### src/design/chvg_pkg.sv
// Shared constants, types and the quarter-wave sine table of the clock hand vertex generator.
package chvg_pkg;

  localparam int ANGLE_STEPS    = 720;
  localparam int TRIG_FRAC_BITS = 15;
  localparam int QTR_STEPS      = ANGLE_STEPS / 4;

  localparam int ANGLE_W  = 10;
  localparam int LEN_W    = 11;
  localparam int WID_W    = 8;
  localparam int CTR_W    = 11;
  localparam int PX_W     = 13;
  localparam int QIDX_W   = $clog2(QTR_STEPS + 1);
  localparam int TBL_W    = TRIG_FRAC_BITS + 1;
  localparam int TRIG_W   = TRIG_FRAC_BITS + 2;
  localparam int PROD_W   = LEN_W + 1 + TRIG_W;
  localparam int SUM_W    = PROD_W + 1;
  localparam int MAG_W    = SUM_W - TRIG_FRAC_BITS;
  localparam int COORD_W  = MAG_W + 1;

  localparam int IN_DATA_W  = 56;
  localparam int OUT_DATA_W = 32;

  localparam int MAX_VERTS = 6;
  localparam int VIDX_W    = $clog2(MAX_VERTS);

  localparam int QUEUE_DEPTH = 2;
  localparam int QPTR_W      = $clog2(QUEUE_DEPTH);
  localparam int QCNT_W      = $clog2(QUEUE_DEPTH + 1);

  // shape codes
  localparam logic [1:0] OP_TICK    = 2'd0;
  localparam logic [1:0] OP_TRI     = 2'd1;
  localparam logic [1:0] OP_DIAMOND = 2'd2;

  // configuration register indexes
  localparam int CFG_IDX_W = 1;
  localparam logic [CFG_IDX_W-1:0] REG_CENTER_X = 1'b0;
  localparam logic [CFG_IDX_W-1:0] REG_CENTER_Y = 1'b1;

  // one classified request, as queued between front and back
  typedef struct packed {
    logic [1:0]               op;
    logic signed [TRIG_W-1:0] sin_v;
    logic signed [TRIG_W-1:0] cos_v;
    logic [LEN_W-1:0]         len;
    logic [LEN_W-1:0]         off;
    logic [LEN_W-1:0]         inner;
    logic [LEN_W-1:0]         mid;
    logic [WID_W-1:0]         wid;
  } job_t;

  // elaboration-time series evaluation for the table
  localparam int          WORK_BITS    = 40;
  localparam int          HALF_WORK    = WORK_BITS / 2;
  localparam int          SERIES_TERMS = 12;
  localparam logic [63:0] WORK_ONE     = 64'd1 << WORK_BITS;
  localparam logic [63:0] HALF_PI_WORK = 64'd1727108826179;
  localparam logic [63:0] TRIG_DEN     = 64'(4 * ANGLE_STEPS);
  localparam logic [63:0] TRIG_ONE     = 64'd1 << TRIG_FRAC_BITS;
  localparam logic [63:0] WORK_HALF    = 64'd1 << (WORK_BITS - TRIG_FRAC_BITS - 1);
  localparam logic [63:0] HALF_MASK    = (64'd1 << HALF_WORK) - 64'd1;

  function automatic logic [63:0] mul_work(input logic [63:0] a, input logic [63:0] b);
    logic [63:0] ah, al, bh, bl;
    ah = a >> HALF_WORK;
    al = a & HALF_MASK;
    bh = b >> HALF_WORK;
    bl = b & HALF_MASK;
    return ah * bh + ((ah * bl + al * bh) >> HALF_WORK) + ((al * bl) >> WORK_BITS);
  endfunction

  // shift-subtract quotient, only evaluated while the table is built
  function automatic logic [63:0] quot_work(input logic [63:0] num, input logic [63:0] den);
    logic [63:0] q, r;
    q = '0;
    r = '0;
    for (int i = 63; i >= 0; i--) begin
      r = {r[62:0], num[i]};
      if (r >= den) begin
        r    = r - den;
        q[i] = 1'b1;
      end
    end
    return q;
  endfunction

  // magnitude of sin over a quarter turn, rounded half away from zero
  function automatic logic [(QTR_STEPS+1)*TBL_W-1:0] build_sin_tbl();
    logic [(QTR_STEPS+1)*TBL_W-1:0] tbl;
    logic [63:0] x, x2, t, s, d;
    tbl = '0;
    for (int j = 0; j <= QTR_STEPS; j++) begin
      x  = quot_work(HALF_PI_WORK * 64'(16 * j), TRIG_DEN);
      x2 = mul_work(x, x);
      t  = WORK_ONE;
      for (int n = SERIES_TERMS; n >= 1; n--) begin
        d = 64'((2 * n) * (2 * n + 1));
        t = WORK_ONE - quot_work(mul_work(x2, t), d);
      end
      s = mul_work(x, t);
      s = (s + WORK_HALF) >> (WORK_BITS - TRIG_FRAC_BITS);
      if (s > TRIG_ONE) begin
        s = TRIG_ONE;
      end
      tbl[j*TBL_W +: TBL_W] = s[TBL_W-1:0];
    end
    return tbl;
  endfunction

  localparam logic [(QTR_STEPS+1)*TBL_W-1:0] SIN_TBL = build_sin_tbl();

endpackage

### src/design/chvg_front.sv
// Front end: accepts requests, reduces the angle, looks up sine and cosine, drops unused codes.
module chvg_front (
  input  logic                           clk_i,
  input  logic                           rst_ni,
  input  logic                           s_axis_tvalid_i,
  output logic                           s_axis_tready_o,
  input  logic [chvg_pkg::IN_DATA_W-1:0] s_axis_tdata_i,
  output logic                           push_o,
  output chvg_pkg::job_t                 push_job_o,
  input  logic                           full_i
);

  logic                                en;
  logic [1:0]                          op_w;
  logic [chvg_pkg::ANGLE_W-1:0]        ang_w, k_w;
  logic [chvg_pkg::LEN_W:0]            mid_sum_w;
  logic [1:0]                          quad_w;
  logic [chvg_pkg::QIDX_W-1:0]         j_w;

  logic                                v1_q;
  logic [1:0]                          op1_q, quad1_q;
  logic [chvg_pkg::QIDX_W-1:0]         j1_q;
  logic [chvg_pkg::LEN_W-1:0]          len1_q, off1_q, inner1_q, mid1_q;
  logic [chvg_pkg::WID_W-1:0]          wid1_q;

  logic [chvg_pkg::QIDX_W-1:0]         jc_w;
  logic [chvg_pkg::TBL_W-1:0]          tj_w, tjc_w, sin_mag_w, cos_mag_w;
  logic                                sin_neg_w, cos_neg_w;
  logic signed [chvg_pkg::TRIG_W-1:0]  sin_w, cos_w;

  logic                                v2_q;
  chvg_pkg::job_t                      job2_q;

  assign en              = !(v2_q && full_i);
  assign s_axis_tready_o = en;
  assign push_o          = v2_q && !full_i;
  assign push_job_o      = job2_q;

  assign op_w      = s_axis_tdata_i[1:0];
  assign ang_w     = s_axis_tdata_i[11:2];
  assign k_w       = (ang_w >= chvg_pkg::ANGLE_W'(chvg_pkg::ANGLE_STEPS)) ?
                     ang_w - chvg_pkg::ANGLE_W'(chvg_pkg::ANGLE_STEPS) : ang_w;
  assign mid_sum_w = {1'b0, s_axis_tdata_i[22:12]} + {1'b0, s_axis_tdata_i[41:31]};

  always_comb begin
    priority if (k_w >= chvg_pkg::ANGLE_W'(3 * chvg_pkg::QTR_STEPS)) begin
      quad_w = 2'd3;
      j_w    = chvg_pkg::QIDX_W'(k_w - chvg_pkg::ANGLE_W'(3 * chvg_pkg::QTR_STEPS));
    end else if (k_w >= chvg_pkg::ANGLE_W'(2 * chvg_pkg::QTR_STEPS)) begin
      quad_w = 2'd2;
      j_w    = chvg_pkg::QIDX_W'(k_w - chvg_pkg::ANGLE_W'(2 * chvg_pkg::QTR_STEPS));
    end else if (k_w >= chvg_pkg::ANGLE_W'(chvg_pkg::QTR_STEPS)) begin
      quad_w = 2'd1;
      j_w    = chvg_pkg::QIDX_W'(k_w - chvg_pkg::ANGLE_W'(chvg_pkg::QTR_STEPS));
    end else begin
      quad_w = 2'd0;
      j_w    = chvg_pkg::QIDX_W'(k_w);
    end
  end

  always_ff @(posedge clk_i or negedge rst_ni) begin
    if (!rst_ni) begin
      v1_q <= 1'b0;
    end else if (en) begin
      // shape code 3 produces nothing, so it never reaches the queue
      v1_q <= s_axis_tvalid_i && (op_w == chvg_pkg::OP_TICK || op_w == chvg_pkg::OP_TRI ||
                                  op_w == chvg_pkg::OP_DIAMOND);
    end
  end

  always_ff @(posedge clk_i) begin
    if (en) begin
      op1_q    <= op_w;
      quad1_q  <= quad_w;
      j1_q     <= j_w;
      len1_q   <= s_axis_tdata_i[22:12];
      wid1_q   <= s_axis_tdata_i[30:23];
      off1_q   <= s_axis_tdata_i[41:31];
      inner1_q <= s_axis_tdata_i[52:42];
      mid1_q   <= mid_sum_w[chvg_pkg::LEN_W:1];
    end
  end

  // quadrant folding: sin uses j or its mirror, cos the other one
  assign jc_w      = chvg_pkg::QIDX_W'(chvg_pkg::QTR_STEPS) - j1_q;
  assign tj_w      = chvg_pkg::SIN_TBL[j1_q*chvg_pkg::TBL_W +: chvg_pkg::TBL_W];
  assign tjc_w     = chvg_pkg::SIN_TBL[jc_w*chvg_pkg::TBL_W +: chvg_pkg::TBL_W];
  assign sin_mag_w = quad1_q[0] ? tjc_w : tj_w;
  assign cos_mag_w = quad1_q[0] ? tj_w : tjc_w;
  assign sin_neg_w = quad1_q[1];
  assign cos_neg_w = quad1_q[0] ^ quad1_q[1];
  assign sin_w     = sin_neg_w ? -$signed({1'b0, sin_mag_w}) : $signed({1'b0, sin_mag_w});
  assign cos_w     = cos_neg_w ? -$signed({1'b0, cos_mag_w}) : $signed({1'b0, cos_mag_w});

  always_ff @(posedge clk_i or negedge rst_ni) begin
    if (!rst_ni) begin
      v2_q <= 1'b0;
    end else if (en) begin
      v2_q <= v1_q;
    end
  end

  always_ff @(posedge clk_i) begin
    if (en) begin
      job2_q.op    <= op1_q;
      job2_q.sin_v <= sin_w;
      job2_q.cos_v <= cos_w;
      job2_q.len   <= len1_q;
      job2_q.off   <= off1_q;
      job2_q.inner <= inner1_q;
      job2_q.mid   <= mid1_q;
      job2_q.wid   <= wid1_q;
    end
  end

endmodule

### src/design/chvg_fifo.sv
// Short job queue between the front end and the vertex back end.
module chvg_fifo (
  input  logic           clk_i,
  input  logic           rst_ni,
  input  logic           push_i,
  input  chvg_pkg::job_t job_i,
  output logic           full_o,
  input  logic           pop_i,
  output logic           valid_o,
  output chvg_pkg::job_t job_o
);

  chvg_pkg::job_t                 mem_q [chvg_pkg::QUEUE_DEPTH];
  logic [chvg_pkg::QPTR_W-1:0]    wr_ptr_q, rd_ptr_q;
  logic [chvg_pkg::QCNT_W-1:0]    count_q;

  assign full_o  = (count_q == chvg_pkg::QCNT_W'(chvg_pkg::QUEUE_DEPTH));
  assign valid_o = (count_q != '0);
  assign job_o   = mem_q[rd_ptr_q];

  always_ff @(posedge clk_i) begin
    if (push_i) begin
      mem_q[wr_ptr_q] <= job_i;
    end
  end

  always_ff @(posedge clk_i or negedge rst_ni) begin
    if (!rst_ni) begin
      wr_ptr_q <= '0;
      rd_ptr_q <= '0;
      count_q  <= '0;
    end else begin
      if (push_i) begin
        wr_ptr_q <= (wr_ptr_q == chvg_pkg::QPTR_W'(chvg_pkg::QUEUE_DEPTH - 1)) ? '0 :
                    wr_ptr_q + 1'b1;
      end
      if (pop_i) begin
        rd_ptr_q <= (rd_ptr_q == chvg_pkg::QPTR_W'(chvg_pkg::QUEUE_DEPTH - 1)) ? '0 :
                    rd_ptr_q + 1'b1;
      end
      if (push_i && !pop_i) begin
        count_q <= count_q + 1'b1;
      end else if (pop_i && !push_i) begin
        count_q <= count_q - 1'b1;
      end
    end
  end

endmodule

### src/design/chvg_back.sv
// Back end: steps through the vertices of each job and computes them in a five-stage pipe.
module chvg_back (
  input  logic                            clk_i,
  input  logic                            rst_ni,
  input  logic                            job_valid_i,
  input  chvg_pkg::job_t                  job_i,
  output logic                            pop_o,
  input  logic [chvg_pkg::CTR_W-1:0]      center_x_i,
  input  logic [chvg_pkg::CTR_W-1:0]      center_y_i,
  output logic                            m_axis_tvalid_o,
  input  logic                            m_axis_tready_i,
  output logic [chvg_pkg::OUT_DATA_W-1:0] m_axis_tdata_o,
  output logic                            m_axis_tlast_o
);

  typedef enum logic [2:0] {A_LEN, A_INNER, A_MID, A_OFF, A_WID} a_sel_e;

  // x = cx -/+ R(A*s +/- B*c), y = cy -/+ R(A*c +/- B*s)
  typedef struct packed {
    a_sel_e a_sel;
    logic   b_use;
    logic   kx_neg;
    logic   ky_neg;
    logic   x_neg;
    logic   y_neg;
    logic   trunc;
    logic   last;
  } vtx_ctl_t;

  function automatic vtx_ctl_t vtx_decode(input logic [1:0] op,
                                          input logic [chvg_pkg::VIDX_W-1:0] vidx);
    vtx_ctl_t ctl;
    ctl = '{a_sel: A_LEN, b_use: 1'b0, kx_neg: 1'b0, ky_neg: 1'b0,
            x_neg: 1'b0, y_neg: 1'b1, trunc: 1'b0, last: 1'b0};
    unique case (op)
      chvg_pkg::OP_TICK: begin
        ctl.trunc = 1'b1;
        if (vidx == '0) begin
          ctl.a_sel = A_INNER;
        end else begin
          ctl.last = 1'b1;
        end
      end
      chvg_pkg::OP_TRI: begin
        unique case (vidx)
          3'd1, 3'd2: begin
            ctl.a_sel  = A_WID;
            ctl.b_use  = 1'b1;
            ctl.ky_neg = 1'b1;
            ctl.x_neg  = 1'b1;
            ctl.y_neg  = 1'b0;
          end
          3'd3, 3'd4: begin
            ctl.a_sel  = A_WID;
            ctl.b_use  = 1'b1;
            ctl.kx_neg = 1'b1;
            ctl.x_neg  = 1'b1;
            ctl.y_neg  = 1'b0;
          end
          3'd5: ctl.last = 1'b1;
          default: ;
        endcase
      end
      chvg_pkg::OP_DIAMOND: begin
        unique case (vidx)
          3'd1: begin
            ctl.a_sel  = A_MID;
            ctl.b_use  = 1'b1;
            ctl.kx_neg = 1'b1;
          end
          3'd2: ctl.a_sel = A_OFF;
          3'd3: begin
            ctl.a_sel  = A_MID;
            ctl.b_use  = 1'b1;
            ctl.ky_neg = 1'b1;
          end
          3'd4: ctl.last = 1'b1;
          default: ;
        endcase
      end
      default: ctl.last = 1'b1;
    endcase
    return ctl;
  endfunction

  logic                              en;

  // sequencer
  chvg_pkg::job_t                    cur_q, cur_d;
  logic                              busy_q, busy_d;
  logic [chvg_pkg::VIDX_W-1:0]       vidx_q, vidx_d;
  vtx_ctl_t                          ctl_w;
  logic [chvg_pkg::LEN_W-1:0]        a_w;
  logic [chvg_pkg::WID_W-1:0]        b_w;

  // issue stage
  logic                              v0_q;
  vtx_ctl_t                          ctl0_q;
  logic [chvg_pkg::LEN_W-1:0]        a0_q;
  logic [chvg_pkg::WID_W-1:0]        b0_q;
  logic signed [chvg_pkg::TRIG_W-1:0] s0_q, c0_q;

  // product stage
  logic                              v1_q;
  vtx_ctl_t                          ctl1_q;
  logic signed [chvg_pkg::PROD_W-1:0] as_w, bc_w, ac_w, bs_w;
  logic signed [chvg_pkg::PROD_W-1:0] as1_q, bc1_q, ac1_q, bs1_q;

  // sum stage
  logic                              v2_q;
  vtx_ctl_t                          ctl2_q;
  logic signed [chvg_pkg::SUM_W-1:0] xs_w, ys_w, xs2_q, ys2_q;

  // rounding stage
  logic [chvg_pkg::SUM_W-1:0]        xmag_w, ymag_w, xrnd_w, yrnd_w, half_w;
  logic                              v3_q, last3_q, xneg3_q, yneg3_q;
  logic [chvg_pkg::MAG_W-1:0]        xr3_q, yr3_q;

  // output stage
  logic signed [chvg_pkg::COORD_W-1:0] xoff_w, yoff_w, px_w, py_w;
  logic                              out_valid_q, out_last_q;
  logic [chvg_pkg::PX_W-1:0]         out_x_q, out_y_q;

  assign en = !out_valid_q || m_axis_tready_i;

  assign ctl_w = vtx_decode(cur_q.op, vidx_q);

  always_comb begin
    unique case (ctl_w.a_sel)
      A_LEN:   a_w = cur_q.len;
      A_INNER: a_w = cur_q.inner;
      A_MID:   a_w = cur_q.mid;
      A_OFF:   a_w = cur_q.off;
      A_WID:   a_w = chvg_pkg::LEN_W'(cur_q.wid);
      default: a_w = cur_q.len;
    endcase
    b_w = ctl_w.b_use ? cur_q.wid : '0;
  end

  always_comb begin
    busy_d = busy_q;
    vidx_d = vidx_q;
    cur_d  = cur_q;
    pop_o  = 1'b0;
    if (en) begin
      if (busy_q) begin
        if (ctl_w.last) begin
          vidx_d = '0;
          // next job follows straight on when one is waiting
          if (job_valid_i) begin
            pop_o = 1'b1;
            cur_d = job_i;
          end else begin
            busy_d = 1'b0;
          end
        end else begin
          vidx_d = vidx_q + 1'b1;
        end
      end else if (job_valid_i) begin
        pop_o  = 1'b1;
        cur_d  = job_i;
        busy_d = 1'b1;
        vidx_d = '0;
      end
    end
  end

  assign as_w = $signed({1'b0, a0_q}) * s0_q;
  assign ac_w = $signed({1'b0, a0_q}) * c0_q;
  assign bc_w = $signed({1'b0, b0_q}) * c0_q;
  assign bs_w = $signed({1'b0, b0_q}) * s0_q;

  assign xs_w = ctl1_q.kx_neg ? as1_q - bc1_q : as1_q + bc1_q;
  assign ys_w = ctl1_q.ky_neg ? ac1_q - bs1_q : ac1_q + bs1_q;

  assign half_w = ctl2_q.trunc ? '0 : chvg_pkg::SUM_W'(1) << (chvg_pkg::TRIG_FRAC_BITS - 1);
  assign xmag_w = xs2_q[chvg_pkg::SUM_W-1] ? -xs2_q : xs2_q;
  assign ymag_w = ys2_q[chvg_pkg::SUM_W-1] ? -ys2_q : ys2_q;
  assign xrnd_w = xmag_w + half_w;
  assign yrnd_w = ymag_w + half_w;

  assign xoff_w = xneg3_q ? -$signed({1'b0, xr3_q}) : $signed({1'b0, xr3_q});
  assign yoff_w = yneg3_q ? -$signed({1'b0, yr3_q}) : $signed({1'b0, yr3_q});
  assign px_w   = $signed({{(chvg_pkg::COORD_W-chvg_pkg::CTR_W){1'b0}}, center_x_i}) + xoff_w;
  assign py_w   = $signed({{(chvg_pkg::COORD_W-chvg_pkg::CTR_W){1'b0}}, center_y_i}) + yoff_w;

  always_ff @(posedge clk_i or negedge rst_ni) begin
    if (!rst_ni) begin
      busy_q      <= 1'b0;
      vidx_q      <= '0;
      v0_q        <= 1'b0;
      v1_q        <= 1'b0;
      v2_q        <= 1'b0;
      v3_q        <= 1'b0;
      out_valid_q <= 1'b0;
    end else begin
      busy_q <= busy_d;
      vidx_q <= vidx_d;
      if (en) begin
        v0_q        <= busy_q;
        v1_q        <= v0_q;
        v2_q        <= v1_q;
        v3_q        <= v2_q;
        out_valid_q <= v3_q;
      end
    end
  end

  always_ff @(posedge clk_i) begin
    cur_q <= cur_d;
    if (en) begin
      ctl0_q  <= ctl_w;
      a0_q    <= a_w;
      b0_q    <= b_w;
      s0_q    <= cur_q.sin_v;
      c0_q    <= cur_q.cos_v;

      ctl1_q  <= ctl0_q;
      as1_q   <= as_w;
      bc1_q   <= bc_w;
      ac1_q   <= ac_w;
      bs1_q   <= bs_w;

      ctl2_q  <= ctl1_q;
      xs2_q   <= xs_w;
      ys2_q   <= ys_w;

      last3_q <= ctl2_q.last;
      xneg3_q <= xs2_q[chvg_pkg::SUM_W-1] ^ ctl2_q.x_neg;
      yneg3_q <= ys2_q[chvg_pkg::SUM_W-1] ^ ctl2_q.y_neg;
      xr3_q   <= xrnd_w[chvg_pkg::SUM_W-1:chvg_pkg::TRIG_FRAC_BITS];
      yr3_q   <= yrnd_w[chvg_pkg::SUM_W-1:chvg_pkg::TRIG_FRAC_BITS];

      out_last_q <= last3_q;
      out_x_q    <= px_w[chvg_pkg::PX_W-1:0];
      out_y_q    <= py_w[chvg_pkg::PX_W-1:0];
    end
  end

  assign m_axis_tvalid_o = out_valid_q;
  assign m_axis_tlast_o  = out_last_q;
  assign m_axis_tdata_o  = {{(chvg_pkg::OUT_DATA_W-2*chvg_pkg::PX_W){1'b0}}, out_y_q, out_x_q};

endmodule

### src/design/clock_hand_vertex_generator_unit.sv
// Top level of the clock hand vertex generator: centre registers, front end, queue, back end.
// Throughput: one vertex per cycle while the output is not stalled; a request gives 2 (tick),
// 5 (diamond) or 6 (triangle) vertices, set by the back-end vertex sequencer; the front end takes
// a request every cycle while the two-entry queue has room. Shape code 3 is dropped without output.
// Reset (asynchronous, active low) empties all pipes and the queue and clears the centre to 0.
module clock_hand_vertex_generator_unit (
  input  logic                               clk_i,
  input  logic                               rst_ni,
  // tdata: opcode[1:0], angle_index[11:2], hand_length[22:12], half_width[30:23],
  //        tail_offset[41:31], inner_length[52:42], zero fill above
  input  logic                               s_axis_tvalid_i,
  output logic                               s_axis_tready_o,
  input  logic [chvg_pkg::IN_DATA_W-1:0]     s_axis_tdata_i,
  // tdata: point_x[12:0], point_y[25:13], zero fill above; tlast: last_point
  output logic                               m_axis_tvalid_o,
  input  logic                               m_axis_tready_i,
  output logic [chvg_pkg::OUT_DATA_W-1:0]    m_axis_tdata_o,
  output logic                               m_axis_tlast_o,
  input  logic                               cfg_we_i,
  input  logic [chvg_pkg::CFG_IDX_W-1:0]     cfg_index_i,
  input  logic [chvg_pkg::CTR_W-1:0]         cfg_data_i
);

  logic [chvg_pkg::CTR_W-1:0] center_x_q, center_y_q;
  logic                       push, full, pop, job_valid;
  chvg_pkg::job_t             push_job, head_job;

  always_ff @(posedge clk_i or negedge rst_ni) begin
    if (!rst_ni) begin
      center_x_q <= '0;
      center_y_q <= '0;
    end else if (cfg_we_i) begin
      unique case (cfg_index_i)
        chvg_pkg::REG_CENTER_X: center_x_q <= cfg_data_i;
        chvg_pkg::REG_CENTER_Y: center_y_q <= cfg_data_i;
        default: ;
      endcase
    end
  end

  chvg_front u_front (
    .clk_i           (clk_i),
    .rst_ni          (rst_ni),
    .s_axis_tvalid_i (s_axis_tvalid_i),
    .s_axis_tready_o (s_axis_tready_o),
    .s_axis_tdata_i  (s_axis_tdata_i),
    .push_o          (push),
    .push_job_o      (push_job),
    .full_i          (full)
  );

  chvg_fifo u_fifo (
    .clk_i   (clk_i),
    .rst_ni  (rst_ni),
    .push_i  (push),
    .job_i   (push_job),
    .full_o  (full),
    .pop_i   (pop),
    .valid_o (job_valid),
    .job_o   (head_job)
  );

  chvg_back u_back (
    .clk_i           (clk_i),
    .rst_ni          (rst_ni),
    .job_valid_i     (job_valid),
    .job_i           (head_job),
    .pop_o           (pop),
    .center_x_i      (center_x_q),
    .center_y_i      (center_y_q),
    .m_axis_tvalid_o (m_axis_tvalid_o),
    .m_axis_tready_i (m_axis_tready_i),
    .m_axis_tdata_o  (m_axis_tdata_o),
    .m_axis_tlast_o  (m_axis_tlast_o)
  );

endmodule

### config.mk
export PLATFORM = sky130hd
export DESIGN_NAME = clock_hand_vertex_generator_unit
export DESIGN_NICKNAME = d
export VERILOG_FILES = /design/src/design/chvg_pkg.sv /design/src/design/chvg_front.sv /design/src/design/chvg_fifo.sv /design/src/design/chvg_back.sv /design/src/design/clock_hand_vertex_generator_unit.sv
export SDC_FILE = /design/constraint.sdc
export NUM_CORES = 2
export LEC_CHECK = 0
export BUFFER_PORTS_ARGS = -buffer_cell sky130_fd_sc_hd__clkbuf_2
export CAP_MARGIN = 20
export CORE_UTILIZATION = 45
export DETAILED_ROUTE_END_ITERATION = 12
export GPL_TIMING_DRIVEN = 0
export SYNTH_ARGS = -nofsm -noshare
export SYNTH_HDL_FRONTEND = slang
export SYNTH_SLANG_ARGS = --single-unit
### constraint.sdc
create_clock -name clk_i -period 27.5 [get_ports clk_i]
set_input_delay 1.375 -clock clk_i [delete_from_list [all_inputs] [get_ports clk_i]]
set_output_delay 1.375 -clock clk_i [all_outputs]
set_load 0.01 [all_outputs]
=== Word-level counts from Yosys, hierarchy flattened ===
Memory sizes are Yosys's and may differ from the RTL's.
Index checks and enable logic that the tools add are counted.

* $add $sub $neg: 25
* $mul: 4
* Divide/modulo/power cells: 0
* $lt $le $gt $ge: 4
* Equality and inequality tests: 15
* Shifts and indexed selects: 2
* Muxes and demuxes: 52
* Bitwise gates (word level): 4
* Reductions and logical operators: 28

{| class="wikitable"
|+ Operators by type and width
! operator !! count
|-
| variable part select 2896 x 13 -> 16 bit, first input constant || 2
|-
| 2-to-1 mux 88 bit || 3
|-
| 2-to-1 mux 16 bit || 4
|-
| adder 29 x 26 -> 30 bit || 2
|-
| 2-to-1 mux 30 bit || 2
|-
| subtractor 29 x 26 -> 30 bit || 2
|-
| multiplier 12 x 17 -> 29 bit || 2
|-
| adder 28 x 15 -> 28 bit || 2
|-
| 2-to-1 mux 28 bit || 2
|-
| negator 28 bit || 2
|-
| multiplier 9 x 17 -> 26 bit || 2
|-
| one-hot mux 11 bit (4 select lines) || 1
|-
| negator 16 -> 17 bit || 2
|-
| adder 12 x 13 -> 13 bit || 2
|-
| 2-to-1 mux 13 bit || 2
|-
| negator 13 bit || 2
|-
| 2-to-1 mux 8 bit || 3
|-
| 2-to-1 mux 1 bit || 22
|-
| greater-or-equal comparator 10 bit, second input constant || 2
|-
| 2-to-1 mux 15 bit || 1
|-
| adder 11 x 11 -> 12 bit || 1
|-
| == test 3 x 2 -> 1 bit, second input constant || 4
|-
| greater-or-equal comparator 10 x 8 -> 1 bit, second input constant || 1
|-
| greater-or-equal comparator 10 x 9 -> 1 bit, second input constant || 1
|-
| 33 further kinds || 65
|}

* Bits in registers: 572
* Bits in latches: 0
* RAM bits: 176
* Bits in read-only memories: 0
* Input bits: 73
* Output and inout port bits: 35
* Logic and storage cells: 210
* Memories: 1

{| class="wikitable"
|+ Memory list
! name !! depth !! bits a word !! read ports !! clocked after memory_dff !! write ports !! RTL line !! RTL
|-
| u_fifo.mem_q || 2 || 88 || 1 || 0 || 1 || chvg_fifo.sv:13 || <nowiki>chvg_pkg::job_t mem_q [chvg_pkg::QUEUE_DEPTH];</nowiki>
|}

=== Logic depth before layout (Yosys ltp) ===
* Depth after elaboration: 9
* Depth in mapped cells: 26
* Gate-level depth less buffers: 24

=== Modules after synthesis ===
From an unflattened synthesis, not the netlist that was laid out.

* Cells, all modules: 6,221
* Area, all modules: 64,307.9 um^2

{| class="wikitable"
|+ Modules (own cells, without submodules)
! module !! instances !! cells an instance !! area an instance (um^2) !! sequential area each (um^2)
|-
| chvg_back || 1 || 4,245 || 42,515.8 || 11,666.2
|-
| chvg_front || 1 || 1,638 || 14,345.0 || 4,614.4
|-
| chvg_fifo || 1 || 290 || 6,571.3 || 5,385.2
|-
| clock_hand_vertex_generator_unit || 1 || 48 || 875.8 || 550.5
|}

=== Least setup slack after synthesis ===
Ideal clock, no wire load.

* Path type: input-to-reg
* Start: input m_axis_tready_i
* End: register u_fifo.count_q[1] in the netlist's numbering
* Setup time: 0.079 ns
* Arrival time: 9.300 ns
* Required time: 27.421 ns
* Slack: 18.121 ns
* Stages on the path: 8
* Path buffers: 1
* Cells stage by stage: nor2b_1 -> clkbuf_1 -> a211oi_1 -> inv_1 -> ha_1 -> xor2_1 -> nor2_1 -> xor2_1

* Word-level cells in the longest chain between the ends: 5
* Elaborated cells on any way between the ends: 7
* Classes of those cells: mux (2); reduce/logical (5)

{| class="wikitable"
|+ Ends and longest elaborated chain
! item !! RTL line !! RTL
|-
| start, declared || clock_hand_vertex_generator_unit.sv:16 || <nowiki>input logic m_axis_tready_i,</nowiki>
|-
| logical OR 1 bit (*) || chvg_back.sv:124 || <nowiki>assign en = !out_valid_q || m_axis_tready_i;</nowiki>
|-
| 2-to-1 mux 1 bit (*) || chvg_back.sv:145 || <nowiki>if (en) begin</nowiki>
|-
| zero test 1 bit || chvg_fifo.sv:41 || <nowiki>if (push_i && !pop_i) begin</nowiki>
|-
| logical AND 1 bit || chvg_fifo.sv:41 ||
|-
| 2-to-1 mux 2 bit / nonzero test 2 bit (equally long branches) || -- ||
|-
| end signal, assigned || chvg_fifo.sv:42 || <nowiki>count_q <= count_q + 1'b1;</nowiki>
|-
| end signal, assigned || chvg_fifo.sv:44 || <nowiki>count_q <= count_q - 1'b1;</nowiki>
|-
| end, declared || chvg_fifo.sv:15 || <nowiki>logic [chvg_pkg::QCNT_W-1:0] count_q;</nowiki>
|}

Mark *: on every way between the ends. The rest lies on a longest branch, timed or not.
A chain may end at the register's enable or synchronous reset.

=== Worst setup path in the final report ===
* Start: register u_front.j1_q[0] in the netlist's numbering
* End: register u_front.job2_q (netlist bit u_front.push_job_o[83]) (data pin)

* Word-level cells in the longest chain between the ends: 5
* Elaborated cells on any way between the ends: 6
* Classes of those cells: add/sub (2); shift (2); mux (2)

{| class="wikitable"
|+ Ends and longest elaborated chain
! item !! RTL line !! RTL
|-
| start, declared || chvg_front.sv:22 || <nowiki>logic [chvg_pkg::QIDX_W-1:0] j1_q;</nowiki>
|-
| start signal, assigned || chvg_front.sv:75 || <nowiki>j1_q <= j_w;</nowiki>
|-
| subtractor 8 bit || chvg_front.sv:85 || <nowiki>assign jc_w = chvg_pkg::QIDX_W'(chvg_pkg::QTR_STEPS) - j1_q;</nowiki>
|-
| variable part select 2896 x 13 -> 16 bit || chvg_front.sv:87 || <nowiki>assign tjc_w = chvg_pkg::SIN_TBL[jc_w*chvg_pkg::TBL_W +: chvg_pkg::TBL_W];</nowiki>
|-
| 2-to-1 mux 16 bit (*) || chvg_front.sv:88 || <nowiki>assign sin_mag_w = quad1_q[0] ? tjc_w : tj_w;</nowiki>
|-
| negator 16 -> 17 bit || chvg_front.sv:92 || <nowiki>assign sin_w = sin_neg_w ? -$signed({1'b0, sin_mag_w}) : $signed({1'b0, sin_mag_w});</nowiki>
|-
| 2-to-1 mux 16 bit (*) || chvg_front.sv:92 ||
|-
| via u_front.sin_w, one bit || chvg_front.sv:29 || <nowiki>logic signed [chvg_pkg::TRIG_W-1:0] sin_w, cos_w;</nowiki>
|-
| end, declared || chvg_front.sv:32 || <nowiki>chvg_pkg::job_t job2_q;</nowiki>
|}

Mark *: on every way through the listed nets, which the timed path passes. The rest lies on a longest branch.

==> out/metrics.csv <==
metric,value,unit
Sink Count,746,
sequential share of the synthesized area,35.0,%
Clock Latency Late Sink,700,ps
io pins,108,
ranking of synthesized cells by area,"edfxtp_1 (34%), fa_1 (18%), ha_1 (7.9%), inv_1 (5.2%), nand2_1 (3.9%)",
Slew HR,16.1,%
Syn Std Cell Area,63500,µm²
WL per Instance,24.5,µm
die height,378,µm
DP Worst Slack,17780,ps
total global routing overflow,0,
share of cells above drive strength 1,7.47,%
Yosys top cell area share,33.5,%
kind of critical path,reg2reg,
post-DP HPWL,160000,µm
Final nets,7479,
"area leader, netlist",edfxtp_1,
vias in the first global route,47649,
vias per cell,5.71,
post-cts sizing count,0,
H-tree levels,3,
Total Wirelength,206000,µm
Core Region,140000,µm²
clock root cell,clkbuf_16,
Die ar.,143000,µm²
Fin. Hold Viols,0,
Most common cell on crit path,clkbuf_1,
"setup slack, reg-to-reg",17240,ps
Synth Flop Type,edfxtp_1,
minimum clock period,10260,ps
# rows,137,
setup TNS,0,ps
worst hold stages,0,
Fill cells,12901,
IO Port Bufs,98,
Crit Reg-Reg Endpoint,u_front.push_job_o[83],
MaxCap Viol Count,0,
final clock skew,46.2,ps
postcts setup bufs,0,
CTS tree,built,
Post-synth ARST share,4.96,%
startpoint types,flip-flop,
Yosys cell types,108,
"critical path fanouts, max",15,
Slew @ Worst Pin,1230,ps
Reg2Reg Depth,23,
CTS Buffer Depth,3,
"CTS clk-pin slew, worst paths",60,ps
# hold bufs at CTS,0,
unrepaired setup endpoints after global routing,no,
"Data required, critical path",27930,ps
Synth Register Bits,746,
Max stage delay on crit path,930,ps
Worst Setup End Kind,flip-flop,
crit path to,u_front.push_job_o[83],
largest net degree at the start of global routing,107,
Slew Limit Fails,0,
"Design Area, Final",69700,µm²
Synth-to-Final Area Change,9.70,%
status,finished clean,
Worst Hold Class,reg2reg,
synthesized instance count,6226,
DR DRC count,0,
Initial Util,45.5,%
setup ws final,17240,ps
hold path startpoint,u_back.cur_q[71],
first-pass GRT wire length,306000,µm
"Critical Path, Cell by Cell","clkbuf_1, inv_1, clkbuf_1, buf_8, ha_1, buf_6, clkbuf_1, clkbuf_1, inv_1, ha_1, buf_2, buf_1, buf_2, buf_1, a21oi_1, o21ai_0, a31oi_1, o21ai_0, nand3_1, nand2b_1, nor4_1, a21o_1, xor2_1",
"Slowest-stage cell, CP",ha_1,
Multi-input gate area,36700,µm²
final setup vio count,0,
TritonCTS Buffers,79,
total number of vias,47843,
reg-to-reg critical path startpoint,u_front.j1_q[0],
DRT Pass-1 Iters,6,
GP Congestion,1.02,
Final Cycle Share,37.3,%
Final Core Density,49.9,%
FMAX,97.4,MHz
Synth Area per Inst,10.2,µm²
yosys warns,0,
FF+latch area,22200,µm²
Post-DRT Antenna Nets,0,
most frequent cells in the layout,"inv_1 (885), edfxtp_1 (709), nand2_1 (654)",
Crit. Startpoint,u_front.j1_q[0],
Starting DRT DRC Count,4440,
initial antenna violation count,8,
crit path DAT,10690,ps
cell area after placement,66900,µm²
Die Width,378,µm
gr usage total,29.1,%
"most common cell after layout, fill and taps aside",inv_1,
number of flops mapped to enable cells by yosys,709,
sequential cells by signal, summed over array words and instances, names as in the netlist, 13 cells and up:
| register | cells |
|---|---|
| u_back.bc1_q | 26 |
| u_back.out_x_q | 13 |
| u_front.push_job_o | 88 |
| u_back.yr3_q | 13 |
| u_back.s0_q | 17 |
| u_back.ys2_q | 29 |
| u_back.cur_q | 88 |
| u_back.c0_q | 17 |
| u_back.as1_q | 29 |
| u_back.bs1_q | 26 |
| u_back.xs2_q | 29 |
| u_back.ac1_q | 29 |
| u_back.xr3_q | 13 |
| u_fifo.mem_q | 176 |
| u_back.out_y_q | 13 |
worst min-delay path by stage:
stage	end	slack [ps]
2_1_floorplan	u_back.c0_q[0]	400
3_3_place_gp	u_back.s0_q[2]	400
3_5_place_dp	u_back.c0_q[11]	400
4_1_cts	u_back.s0_q[2]	400
5_1_grt	u_back.s0_q[5]	400
6_report	u_back.s0_q[2]	400
cell families (layout without fill, tap and decap cells):
family	after synthesis	in the layout	share of synthesized area, %
AND/OR/NAND/NOR	1663	1663	12.5
buffers and inverters	1222	1494	7.40
AO/OA/AOI/OAI	1104	1104	11.5
XOR/XNOR	356	356	5.01
other	1	8	0.00590
flip-flops	746	746	35.0
multiplexers	169	169	2.93
adder cells (fa/ha/maj)	965	965	25.7
layout make-up:
type | count | area share, %
sequential | 746 | 31.9
timing repair buffer | 129 | 1.49
antenna | 2 | 0.00718
tap | 1876 | 3.37
inverter | 893 | 4.82
clock inverter | 49 | 0.934
clock buffer | 94 | 2.96
buffer | 329 | 1.94
multi-input combinational | 4263 | 52.6
synth_stat cells (13+ instances only):
cell,instances
and3_1,23
nor4_1,30
o31ai_1,36
a2111oi_0,16
a22oi_1,16
nor2b_1,71
mux2_2,115
o211ai_1,34
a21o_1,61
a31oi_1,49
dfrtp_1,37
o22ai_1,26
xnor2_1,252
nand4_1,15
o221ai_1,13
mux2i_1,51
a211oi_1,49
edfxtp_1,709
nor2_1,283
a311oi_1,20
o21a_1,36
buf_1,20
o21ai_0,235
a221oi_1,26
o311ai_0,22
buf_2,51
clkbuf_1,247
o21bai_1,23
inv_1,886
ha_1,400
a21oi_1,287
a211o_1,14
nor3_1,98
nand2b_1,66
or2_2,14
a221o_1,17
nand3_1,61
and2_1,280
xor2_1,98
nand2_1,654
or3_1,24
fa_1,565
metal layers:
metal	vias to the layer above	share of wire [%]	wire length [µm]	GRT usage [%]
met1	24099	43	89400	40.4
met4	2	3.8	7810	9.63
met5	-	0.0053	11	0
li1	21435	-	-	-
met2	1913	44	91000	45.0
met3	394	8.5	17400	6.21
stage by stage:
step,cells,hold slack [ps]
2_1_floorplan,6231,400
3_3_place_gp,8205,400
3_5_place_dp,8234,405
4_1_cts,8377,395
5_1_grt,8379,402
6_report,8381,399
worst max-delay path: cells and delay by family, from the launching register on:
family,cells,cell delay (ps)
AOI/OAI and AO/OA,5,1760
xor gates and xnor gates,1,70
adders and majority gates,2,1260
buffers and inverters,12,5290
DFF,1,650
and+or+nand+nor,3,890
Power is left out: the tool's default activity adds up to more than one toggle a clock period on the data nets, which glitch-free logic cannot reach.
